## src/rtl/core/bmp_pkg.sv

```systemverilog
package bmp_pkg;

    // Defaults for the top-level parameters
    localparam int MAX_DIMENSION_DEF = 4096;
    localparam int QUEUE_DEPTH_DEF   = 2;

    // Header bytes of interest
    localparam logic [7:0]  ASCII_B      = 8'h42;
    localparam logic [7:0]  ASCII_M      = 8'h4D;
    localparam logic [31:0] OS2_HDR_SIZE = 32'd12;
    localparam logic [15:0] BPP_24       = 16'd24;
    localparam logic [15:0] BPP_32       = 16'd32;

    // Byte offsets (last byte of each little-endian field)
    localparam logic [5:0] HDR_SIG0       = 6'd0;
    localparam logic [5:0] HDR_SIG1       = 6'd1;
    localparam logic [5:0] HDR_SIZE_END   = 6'd17;
    localparam logic [5:0] OS2_WIDTH_END  = 6'd19;
    localparam logic [5:0] OS2_HEIGHT_END = 6'd21;
    localparam logic [5:0] OS2_BPP_END    = 6'd25;
    localparam logic [5:0] WIN_WIDTH_END  = 6'd21;
    localparam logic [5:0] WIN_HEIGHT_END = 6'd25;
    localparam logic [5:0] WIN_BPP_END    = 6'd29;
    localparam logic [5:0] WIN_COMP_END   = 6'd33;
    localparam logic [5:0] WIN_HDR_END    = 6'd53;

    // Result status codes
    localparam logic [1:0] ST_PIXEL   = 2'd0;
    localparam logic [1:0] ST_BAD_SIG = 2'd1;
    localparam logic [1:0] ST_BAD_FMT = 2'd2;
    localparam logic [1:0] ST_BAD_DIM = 2'd3;

    // Byte slots within a pixel
    localparam logic [1:0] SLOT_BLUE  = 2'd0;
    localparam logic [1:0] SLOT_GREEN = 2'd1;
    localparam logic [1:0] SLOT_RED   = 2'd2;
    localparam logic [1:0] SLOT_LAST24 = 2'd2;
    localparam logic [1:0] SLOT_LAST32 = 2'd3;

    typedef enum logic [1:0] {
        PH_IDLE,
        PH_HEADER,
        PH_PIXELS,
        PH_PAD
    } t_phase;

    typedef struct packed {
        logic [7:0] data_byte;
        logic       start_of_file;
    } t_bmp_in;

    typedef struct packed {
        logic [7:0]  red;
        logic [7:0]  green;
        logic [7:0]  blue;
        logic [7:0]  alpha;
        logic [11:0] column;
        logic [11:0] line;
        logic        last_pixel;
        logic [1:0]  status;
    } t_bmp_out;

    // Classified byte handed from the parser to the pixel builder
    typedef struct packed {
        logic [7:0]  data_byte;
        logic [1:0]  slot;
        logic        end_of_pixel;
        logic        four_byte;
        logic [11:0] column;
        logic [11:0] line;
        logic        last_pixel;
        logic [1:0]  status;
    } t_bmp_cmd;

endpackage

```

## src/rtl/core/bmp_fifo.sv

```systemverilog
module bmp_fifo
    import bmp_pkg::*;
#(
    parameter type t_item = t_bmp_cmd,
    parameter int  DEPTH  = QUEUE_DEPTH_DEF
) (
    input  logic  i_clk,
    input  logic  i_rst_n,
    input  logic  i_push,
    input  t_item i_data,
    output logic  o_full,
    input  logic  i_pop,
    output t_item o_data,
    output logic  o_empty
);

    localparam int PTR_W = (DEPTH > 1) ? $clog2(DEPTH) : 1;
    localparam int CNT_W = $clog2(DEPTH + 1);

    t_item              r_mem [DEPTH];
    logic [PTR_W-1:0]   r_wr_ptr;
    logic [PTR_W-1:0]   r_rd_ptr;
    logic [CNT_W-1:0]   r_count;
    logic               do_push;
    logic               do_pop;

    assign o_full  = (r_count == CNT_W'(DEPTH));
    assign o_empty = (r_count == '0);
    assign do_push = i_push && !o_full;
    assign do_pop  = i_pop && !o_empty;
    assign o_data  = r_mem[r_rd_ptr];

    // Storage
    always_ff @(posedge i_clk) begin
        if (do_push) begin
            r_mem[r_wr_ptr] <= i_data;
        end
    end

    // Pointers and fill count
    always_ff @(posedge i_clk) begin
        if (!i_rst_n) begin
            r_wr_ptr <= '0;
            r_rd_ptr <= '0;
            r_count  <= '0;
        end else begin
            if (do_push) begin
                r_wr_ptr <= (r_wr_ptr == PTR_W'(DEPTH - 1)) ? '0 : r_wr_ptr + 1'b1;
            end
            if (do_pop) begin
                r_rd_ptr <= (r_rd_ptr == PTR_W'(DEPTH - 1)) ? '0 : r_rd_ptr + 1'b1;
            end
            if (do_push && !do_pop) begin
                r_count <= r_count + 1'b1;
            end else if (do_pop && !do_push) begin
                r_count <= r_count - 1'b1;
            end
        end
    end

endmodule

```

## src/rtl/core/bmp_front.sv

```systemverilog
module bmp_front
    import bmp_pkg::*;
#(
    parameter int MAX_DIMENSION = MAX_DIMENSION_DEF
) (
    input  logic     i_clk,
    input  logic     i_rst_n,
    input  logic     i_accept,
    input  t_bmp_in  i_in,
    output logic     o_cmd_push,
    output t_bmp_cmd o_cmd
);

    localparam int DIM_W = $clog2(MAX_DIMENSION + 1);

    t_phase             r_phase, n_phase;
    logic [5:0]         r_hdr_cnt, n_hdr_cnt;
    logic [31:0]        r_field, n_field;
    logic               r_short, n_short;
    logic               r_fmt_bad, n_fmt_bad;
    logic               r_four, n_four;
    logic [DIM_W-1:0]   r_w, n_w;
    logic [DIM_W-1:0]   r_h, n_h;
    logic               r_w_ok, n_w_ok;
    logic               r_h_ok, n_h_ok;
    logic [1:0]         r_bip, n_bip;
    logic [DIM_W-1:0]   r_col, n_col;
    logic [DIM_W-1:0]   r_row, n_row;
    logic [1:0]         r_pad, n_pad;

    logic               start;
    t_phase             cur_phase;
    logic [5:0]         hdr_n;
    logic [31:0]        field_new;
    logic [15:0]        half;
    logic               short_now;
    logic               sig_bad;
    logic               fmt_bad_base;
    logic               fmt_bad_now;
    logic               hdr_done;
    logic               size_ok;
    logic [31:0]        cap_val;
    logic               cap_ok;
    logic               cap_w;
    logic               cap_h;
    logic               mid_pixel;
    logic [DIM_W-1:0]   col_inc;
    logic [DIM_W-1:0]   row_inc;
    logic               is_last;
    logic               row_end;
    logic               pad_need;

    // A start byte always restarts at header byte 0
    assign start     = i_in.start_of_file;
    assign cur_phase = start ? PH_HEADER : r_phase;
    assign hdr_n     = start ? '0 : r_hdr_cnt;
    assign field_new = {i_in.data_byte, (start ? 24'd0 : r_field[31:8])};
    assign half      = field_new[31:16];

    // Header decode
    assign short_now = (hdr_n == HDR_SIZE_END) ? (field_new == OS2_HDR_SIZE)
                                               : (!start && r_short);
    assign sig_bad   = ((hdr_n == HDR_SIG0) && (i_in.data_byte != ASCII_B)) ||
                       ((hdr_n == HDR_SIG1) && (i_in.data_byte != ASCII_M));
    assign fmt_bad_base = !start && r_fmt_bad;

    always_comb begin
        fmt_bad_now = fmt_bad_base;
        if (short_now) begin
            if (hdr_n == OS2_BPP_END) begin
                fmt_bad_now = (half != BPP_24);
            end
        end else begin
            if (hdr_n == WIN_BPP_END) begin
                fmt_bad_now = !((half == BPP_24) || (half == BPP_32));
            end else if (hdr_n == WIN_COMP_END) begin
                fmt_bad_now = fmt_bad_base || (field_new != '0);
            end
        end
    end

    assign hdr_done = short_now ? (hdr_n == OS2_BPP_END) : (hdr_n == WIN_HDR_END);
    assign size_ok  = r_w_ok && r_h_ok;

    // Dimension capture; a negative Windows value reads as too large
    assign cap_val = short_now ? {16'd0, half} : field_new;
    assign cap_ok  = (cap_val != '0) && (cap_val <= 32'(MAX_DIMENSION));
    assign cap_w   = short_now ? (hdr_n == OS2_WIDTH_END)  : (hdr_n == WIN_WIDTH_END);
    assign cap_h   = short_now ? (hdr_n == OS2_HEIGHT_END) : (hdr_n == WIN_HEIGHT_END);

    // Pixel walk
    assign mid_pixel = r_bip < (r_four ? SLOT_LAST32 : SLOT_LAST24);
    assign col_inc   = r_col + 1'b1;
    assign row_inc   = r_row + 1'b1;
    assign is_last   = (col_inc == r_w) && (row_inc == r_h);
    assign row_end   = (col_inc >= r_w);
    // 24-bit rows pad to four bytes: pad count equals width mod 4
    assign pad_need  = !r_four && (2'(r_w) != 2'd0);

    // Next phase
    always_comb begin
        n_phase = r_phase;
        if (i_accept) begin
            unique case (cur_phase)
                PH_HEADER: begin
                    if (sig_bad) begin
                        n_phase = PH_IDLE;
                    end else if (hdr_done) begin
                        n_phase = (fmt_bad_now || !size_ok) ? PH_IDLE : PH_PIXELS;
                    end else begin
                        n_phase = PH_HEADER;
                    end
                end
                PH_PIXELS: begin
                    if (!mid_pixel) begin
                        if (is_last) begin
                            n_phase = PH_IDLE;
                        end else if (row_end && pad_need) begin
                            n_phase = PH_PAD;
                        end
                    end
                end
                PH_PAD: begin
                    if (r_pad == 2'd1) begin
                        n_phase = PH_PIXELS;
                    end
                end
                PH_IDLE: begin
                    n_phase = PH_IDLE;
                end
                default: begin
                    n_phase = PH_IDLE;
                end
            endcase
        end
    end

    // Beats for the pixel builder: pixel bytes and errors
    always_comb begin
        o_cmd_push = 1'b0;
        o_cmd      = '0;
        if (i_accept) begin
            unique case (cur_phase)
                PH_HEADER: begin
                    o_cmd.end_of_pixel = 1'b1;
                    if (sig_bad) begin
                        o_cmd_push   = 1'b1;
                        o_cmd.status = ST_BAD_SIG;
                    end else if (hdr_done && fmt_bad_now) begin
                        o_cmd_push   = 1'b1;
                        o_cmd.status = ST_BAD_FMT;
                    end else if (hdr_done && !size_ok) begin
                        o_cmd_push   = 1'b1;
                        o_cmd.status = ST_BAD_DIM;
                    end
                end
                PH_PIXELS: begin
                    o_cmd_push         = 1'b1;
                    o_cmd.data_byte    = i_in.data_byte;
                    o_cmd.slot         = r_bip;
                    o_cmd.end_of_pixel = !mid_pixel;
                    o_cmd.four_byte    = r_four;
                    o_cmd.column       = 12'(r_col);
                    o_cmd.line         = 12'(r_row);
                    o_cmd.last_pixel   = is_last;
                    o_cmd.status       = ST_PIXEL;
                end
                PH_PAD, PH_IDLE: begin
                    o_cmd_push = 1'b0;
                end
                default: begin
                    o_cmd_push = 1'b0;
                end
            endcase
        end
    end

    // Header fields and counters
    always_comb begin
        n_hdr_cnt = r_hdr_cnt;
        n_field   = r_field;
        n_short   = r_short;
        n_fmt_bad = r_fmt_bad;
        n_four    = r_four;
        n_w       = r_w;
        n_h       = r_h;
        n_w_ok    = r_w_ok;
        n_h_ok    = r_h_ok;
        n_bip     = r_bip;
        n_col     = r_col;
        n_row     = r_row;
        n_pad     = r_pad;
        if (i_accept) begin
            if (start) begin
                n_four = 1'b0;
                n_w_ok = 1'b0;
                n_h_ok = 1'b0;
            end
            case (cur_phase)
                PH_HEADER: begin
                    n_hdr_cnt = hdr_n + 1'b1;
                    n_field   = field_new;
                    n_short   = short_now;
                    n_fmt_bad = fmt_bad_now;
                    if (cap_w) begin
                        n_w    = DIM_W'(cap_val);
                        n_w_ok = cap_ok;
                    end
                    if (cap_h) begin
                        n_h    = DIM_W'(cap_val);
                        n_h_ok = cap_ok;
                    end
                    if (short_now && (hdr_n == OS2_BPP_END)) begin
                        n_four = 1'b0;
                    end else if (!short_now && (hdr_n == WIN_BPP_END)) begin
                        n_four = (half == BPP_32);
                    end
                    if (hdr_done) begin
                        n_bip = '0;
                        n_col = '0;
                        n_row = '0;
                        n_pad = '0;
                    end
                end
                PH_PIXELS: begin
                    if (mid_pixel) begin
                        n_bip = r_bip + 1'b1;
                    end else begin
                        n_bip = '0;
                        if (!is_last && row_end) begin
                            n_col = '0;
                            n_row = row_inc;
                            if (pad_need) begin
                                n_pad = 2'(r_w);
                            end
                        end else begin
                            n_col = col_inc;
                        end
                    end
                end
                PH_PAD: begin
                    n_pad = r_pad - 1'b1;
                end
                default: begin
                    n_pad = r_pad;
                end
            endcase
        end
    end

    // Control state
    always_ff @(posedge i_clk) begin
        if (!i_rst_n) begin
            r_phase   <= PH_IDLE;
            r_hdr_cnt <= '0;
            r_short   <= 1'b0;
            r_fmt_bad <= 1'b0;
            r_four    <= 1'b0;
            r_w_ok    <= 1'b0;
            r_h_ok    <= 1'b0;
            r_bip     <= '0;
            r_col     <= '0;
            r_row     <= '0;
            r_pad     <= '0;
        end else begin
            r_phase   <= n_phase;
            r_hdr_cnt <= n_hdr_cnt;
            r_short   <= n_short;
            r_fmt_bad <= n_fmt_bad;
            r_four    <= n_four;
            r_w_ok    <= n_w_ok;
            r_h_ok    <= n_h_ok;
            r_bip     <= n_bip;
            r_col     <= n_col;
            r_row     <= n_row;
            r_pad     <= n_pad;
        end
    end

    // Header payload
    always_ff @(posedge i_clk) begin
        r_field <= n_field;
        r_w     <= n_w;
        r_h     <= n_h;
    end

endmodule

```

## src/rtl/core/bmp_back.sv

```systemverilog
module bmp_back
    import bmp_pkg::*;
(
    input  logic     i_clk,
    input  t_bmp_cmd i_cmd,
    input  logic     i_cmd_empty,
    output logic     o_cmd_pop,
    input  logic     i_res_full,
    output logic     o_res_push,
    output t_bmp_out o_res
);

    logic [23:0] r_held;
    logic        cmd_valid;
    logic [7:0]  colour_or;

    assign cmd_valid  = !i_cmd_empty;
    // A colour byte never waits; a closing byte waits for result room
    assign o_cmd_pop  = cmd_valid && (!i_cmd.end_of_pixel || !i_res_full);
    assign o_res_push = cmd_valid && i_cmd.end_of_pixel && !i_res_full;

    // Hold B, G (and R for 32-bit) until the closing byte
    always_ff @(posedge i_clk) begin
        if (o_cmd_pop && !i_cmd.end_of_pixel) begin
            case (i_cmd.slot)
                SLOT_BLUE:  r_held[7:0]   <= i_cmd.data_byte;
                SLOT_GREEN: r_held[15:8]  <= i_cmd.data_byte;
                SLOT_RED:   r_held[23:16] <= i_cmd.data_byte;
                default:    r_held        <= r_held;
            endcase
        end
    end

    assign colour_or = i_cmd.data_byte | r_held[15:8] | r_held[7:0];

    // Build the RGBA result, or a blank one carrying an error status
    always_comb begin
        o_res        = '0;
        o_res.status = i_cmd.status;
        if (i_cmd.status == ST_PIXEL) begin
            o_res.blue       = r_held[7:0];
            o_res.green      = r_held[15:8];
            o_res.column     = i_cmd.column;
            o_res.line       = i_cmd.line;
            o_res.last_pixel = i_cmd.last_pixel;
            if (i_cmd.four_byte) begin
                o_res.red   = r_held[23:16];
                o_res.alpha = i_cmd.data_byte;
            end else begin
                o_res.red   = i_cmd.data_byte;
                o_res.alpha = (colour_or == 8'd0) ? 8'd0 : 8'hFF;
            end
        end
    end

endmodule

```

## src/rtl/core/bmp_stream_to_rgba_decoder_top.sv

```systemverilog
// Bitmap stream decoder: takes one file byte per beat (start_of_file marks byte 0
// and restarts parsing) and returns one RGBA result per image pixel, rows in file
// order, for uncompressed 24-bit files in the OS/2 header layout and 24-bit or
// 32-bit ones in the Windows layout. Bytes are accepted at one per cycle while
// full is low; full rises only when the two-entry queue between the header parser
// and the pixel builder fills, which happens when results are not popped. A pixel
// is built once its closing byte leaves that queue and the result queue has room.
// Header bytes (26 for OS/2, 54 for Windows) and row padding produce nothing; a
// bad signature, an unsupported format or an out-of-range size gives a single
// result with a non-zero status and halts decoding until the next start byte.
module bmp_stream_to_rgba_decoder_top
    import bmp_pkg::*;
#(
    parameter int MAX_DIMENSION = MAX_DIMENSION_DEF,
    parameter int QUEUE_DEPTH   = QUEUE_DEPTH_DEF
) (
    input  logic     i_clk,
    input  logic     i_rst_n,
    input  logic     push,
    input  t_bmp_in  i_byte_in,
    output logic     full,
    output logic     empty,
    input  logic     pop,
    output t_bmp_out o_pixel
);

    logic     accept;
    logic     cmd_push;
    t_bmp_cmd cmd_in;
    t_bmp_cmd cmd_head;
    logic     cmd_full;
    logic     cmd_empty;
    logic     cmd_pop;
    logic     res_push;
    t_bmp_out res_in;
    logic     res_full;

    assign accept = push && !cmd_full;
    assign full   = cmd_full;

    // Header parser and byte classifier
    bmp_front #(
        .MAX_DIMENSION (MAX_DIMENSION)
    ) u_front (
        .i_clk      (i_clk),
        .i_rst_n    (i_rst_n),
        .i_accept   (accept),
        .i_in       (i_byte_in),
        .o_cmd_push (cmd_push),
        .o_cmd      (cmd_in)
    );

    // Queue of classified beats
    bmp_fifo #(
        .t_item (t_bmp_cmd),
        .DEPTH  (QUEUE_DEPTH)
    ) u_cmd_q (
        .i_clk   (i_clk),
        .i_rst_n (i_rst_n),
        .i_push  (cmd_push),
        .i_data  (cmd_in),
        .o_full  (cmd_full),
        .i_pop   (cmd_pop),
        .o_data  (cmd_head),
        .o_empty (cmd_empty)
    );

    // Pixel builder
    bmp_back u_back (
        .i_clk       (i_clk),
        .i_cmd       (cmd_head),
        .i_cmd_empty (cmd_empty),
        .o_cmd_pop   (cmd_pop),
        .i_res_full  (res_full),
        .o_res_push  (res_push),
        .o_res       (res_in)
    );

    // Result queue
    bmp_fifo #(
        .t_item (t_bmp_out),
        .DEPTH  (QUEUE_DEPTH)
    ) u_res_q (
        .i_clk   (i_clk),
        .i_rst_n (i_rst_n),
        .i_push  (res_push),
        .i_data  (res_in),
        .o_full  (res_full),
        .i_pop   (pop),
        .o_data  (o_pixel),
        .o_empty (empty)
    );

endmodule

```

## config.mk

```make
export PLATFORM = sky130hd
export DESIGN_NAME = bmp_stream_to_rgba_decoder_top
export DESIGN_NICKNAME = d
export VERILOG_FILES = /design/src/rtl/core/bmp_pkg.sv /design/src/rtl/core/bmp_fifo.sv /design/src/rtl/core/bmp_front.sv /design/src/rtl/core/bmp_back.sv /design/src/rtl/core/bmp_stream_to_rgba_decoder_top.sv
export SDC_FILE = /design/constraint.sdc
export NUM_CORES = 1
export LEC_CHECK = 0
export ABC_AREA = 1
export BUFFER_PORTS_ARGS = -buffer_cell sky130_fd_sc_hd__buf_2
export CAP_MARGIN = 20
export CORE_UTILIZATION = 35
export DETAILED_ROUTE_END_ITERATION = 12
export HOLD_SLACK_MARGIN = 0.1
export PLACE_DENSITY = 0.57
export SLEW_MARGIN = 10
export SYNTH_ARGS = -nofsm -noshare
export SYNTH_HDL_FRONTEND = slang
export SYNTH_SLANG_ARGS = --single-unit
```

## constraint.sdc

```tcl
create_clock -name i_clk -period 3.9 [get_ports i_clk]
set_clock_uncertainty 0.1 [all_clocks]
set_input_delay 0 -clock i_clk [delete_from_list [all_inputs] [get_ports i_clk]]
set_output_delay 0 -clock i_clk [all_outputs]
set_load 0.005 [all_outputs]
```

==> out/qor.txt <==
Status = completed
CP Cell Sequence = inv_1, nor3_1, nand3_1, nor2_1, nand2_1, xor2_1, ha_1, nand2_1, inv_1, nand4_1, nor4_1, inv_1, nand2_1, nand3_1, nand2_4, nand2_1, nand2_1, nor2_1
GRT Total Usage = 14.8%
Vias in the first global route = 9,691
Cells after synthesis = 1,419
Period utilization = 87.7%
DR vias = 9,985
Critical Path Stages = 18
Residual DRC count = 0
Power Internal = 7270 uW
Rel. slew slack = 32.0%
Post-CTS Setup Bufs = 0
Starting Density = 35.8%
Most frequent CP cell = nand2_1
Post-DP HPWL = 21.8 mm
Post-synth EDFFs = 270
RSZ-0062 raised after global routing = no
Iter 0 DRT Violations = 735
Max incr delay on CP = 0.37 ns
Max_cap viols = 0
Pwr dens = 605 mW/mm^2
Setup Slack @ Placement = 0.443 ns
First-pass GRT wire length = 51.0 mm
Final wirelength = 31.6 mm
CTS tree = built
Post-synthesis sequential area ratio = 62.2%
Met2 GRT Util = 24.3%
Setup TNS = 0 ns
Mapped Area = 0.0147 sq mm
LEAKAGE = 0.00663 uW
Crit. End Element = flop
Row count = 74
Min cycle time layout = 3.42 ns
Worst Tran Pin Value = 1.01 ns
Power share of the clock group = 31.8%
Setup-failing EPs final = 0
CTS buffer count = 36
Drt wl/cell = 15.2 microns
GR Layer Usage met3 = 2.77%
Worst path arrival time = 3.74 ns
Cell variety after synth = 46
Sw frac = 29.7%
DIE WIDTH = 207 microns
Top-count cell post-synth = nand2_1
Synth area leaders = edfxtp_1 55%, dfxtp_1 7.2%, nand2_1 7.0%
Synth warn = 0
Async set-or-reset flop fraction in the synthesized netlist = 0%
Yosys top cell by area = edfxtp_1
CP bufs+invs = 3
Ports = 74
CTS Sinks = 323
Final nets = 1,557
Peak Freq = 292 MHz
Router iterations before antenna repair = 5
Top post-synthesis cells by count = 276 x nand2_1, 270 x edfxtp_1, 194 x nor2_1
Area of the core = 0.0412 sq mm
Worst hold path cell count = 2
Worst hold path class = primary input to flop
Die Area = 0.0429 sq mm
Combinational power share = 23.7%
Layout Area Growth over Synthesis = 16.1%
Sw Pwr = 3070 uW
Initial antenna violation count = 0
Largest net degree at the start of global routing = 60
Worst path slowest cell = dfxtp_1
CTS clk-pin slew, worst paths = 0.06 ns
Die Ht = 207 microns
Max H-tree Level = 2
Syn_nets = 1,458
Worst hold margin = 0.131 ns
Clock root cell = clkbuf_16
Peak VDD IR = 295 uV
CP required = 4.22 ns
Reg power frac = 44.6%
Crit-path leading delay family = simple AND/OR/NAND/NOR gates
Via density = 4.81
Hold Violations, Final = 0
Startpoint Class = flop
Share of post-route cells with drive strength above 1 = 15.8%
IO buf count = 73
Seq cells post-synth = 323
GRT met1 Usage = 19.9%
Final WS setup = 0.478 ns
Max Slew Vio Count = 0
Clk Latency, worst-skew pair = 0.54 ns
Crit Path Max Fanout = 24
Routability cong. = 0.876
Diode count = 0
GR Overflow Total = 0
Avg Cell Area, Syn = 10.4 sq um
Reg2Reg Depth = 18
Antenna Nets Post-Route = 0
CP Class = flop to flop
Post-synth top area share = 55.0%
Number of fill cells = 3,892
CTS Buffer Depth = 3
Prevailing post-synth register cell = edfxtp_1
Most Crowded Layer GR = met2
[area by class of cell]
cell class	instances	area [sq um]	share of cell area, %
tap	532	666	3.89
sequential	323	9170	53.6
clock buffer	47	952	5.57
clock inverter	18	196	1.15
multi-input combinational	881	4760	27.8
inverter	167	627	3.67
timing repair buffer	109	728	4.26
[stage by stage]
step	instance area (sq um)	total power, uW	cells	utilization (%)
finish	17100	10300	2077	41.5
floorplan	14700	6270	1419	-
CTS	17100	10500	2076	41.5
detailed placement	15800	7150	1999	38.4
global route	17100	10900	2077	41.5
global placement	15800	7110	1999	38.4
[per-layer routing]
| layer | vias to the layer above | part of all wire [%] | wire (microns) |
|---|---|---|---|
| li1 | 5010 | - | - |
| met1 | 4722 | 46 | 14600 |
| met2 | 212 | 48 | 15000 |
| met3 | 41 | 4.3 | 1360 |
| met4 | 0 | 1.8 | 578 |
| met5 | - | 0 | 0 |
[power by group through the flow]
stage,sequential [uW],clock [uW],combinational [uW]
5_1_grt,4650,3490,2760
4_1_cts,4610,3360,2490
3_3_place_gp,4670,0,2450
3_5_place_dp,4680,0,2470
2_1_floorplan,4650,0,1620
6_report,4610,3290,2450
[worst reg2reg max path, delay by kind of cell (launching register included)]
kind,cells,cell delay [ns]
adders and majority gates,1,0.31
and+or+nand+nor,13,2.09
DFF,1,0.37
buffers and inverters,3,0.25
xor gates and xnor gates,1,0.17
[sequential cells by signal (all words and copies together), names as in the netlist, 6 cells and up, named ones only]
name / cells
u_front.r_w: 13
u_front.r_col: 13
u_front.r_row: 13
u_front.r_h: 13
u_res_q.r_mem: 118
u_front.r_field: 24
u_back.r_held: 24
u_front.r_hdr_cnt: 6
u_cmd_q.r_mem: 78
[cell families (layout without fill, tap and decap cells)]
kind of cell | count (synthesis) | in the layout | synth area share (%)
and+or+nand+nor | 619 | 619 | 18.0
adders and majority gates | 26 | 26 | 2.21
buffers and inverters | 215 | 341 | 5.72
muxes | 60 | 60 | 4.58
xor gates and xnor gates | 23 | 23 | 1.55
AOI/OAI and AO/OA | 153 | 153 | 5.74
DFF | 323 | 323 | 62.2
[cell usage in the layout (no fill, tap or decap), types with 8 or more instances in the layout]
cell,count
buf_4,19
a21oi_1,70
dfxtp_1,52
o21ai_0,39
clkinv_1,10
o22ai_1,8
mux2_2,59
dlygate4sd3_1,12
nand3b_1,9
clkbuf_1,10
clkbuf_16,36
a211oi_1,9
nand3_1,47
ha_1,26
nor3_1,26
buf_2,73
inv_1,162
xor2_1,16
nand4_1,27
nand2_1,276
or2_2,15
edfxtp_1,270
nor2_1,189
[worst paths after layout]
path | startpoint | to | slack [ns]
max reg2reg | u_front.r_col[0] | u_front.r_row[9] | 0.48
min | i_byte_in[5] | u_front.r_field[28] | 0.13
max | u_front.r_col[0] | u_front.r_row[9] | 0.48
min reg2reg | u_front.r_bip[1] | u_front.r_bip[1] | 0.37
[timing repair]
action | 4_1_cts | 5_1_grt
resized for setup | 0 | 1
hold endpoints to repair | 85 | 0
endpoints found under the setup margin | 0 | 7
hold buffers | 12 | 0
Power figures use the tool's default switching activity.
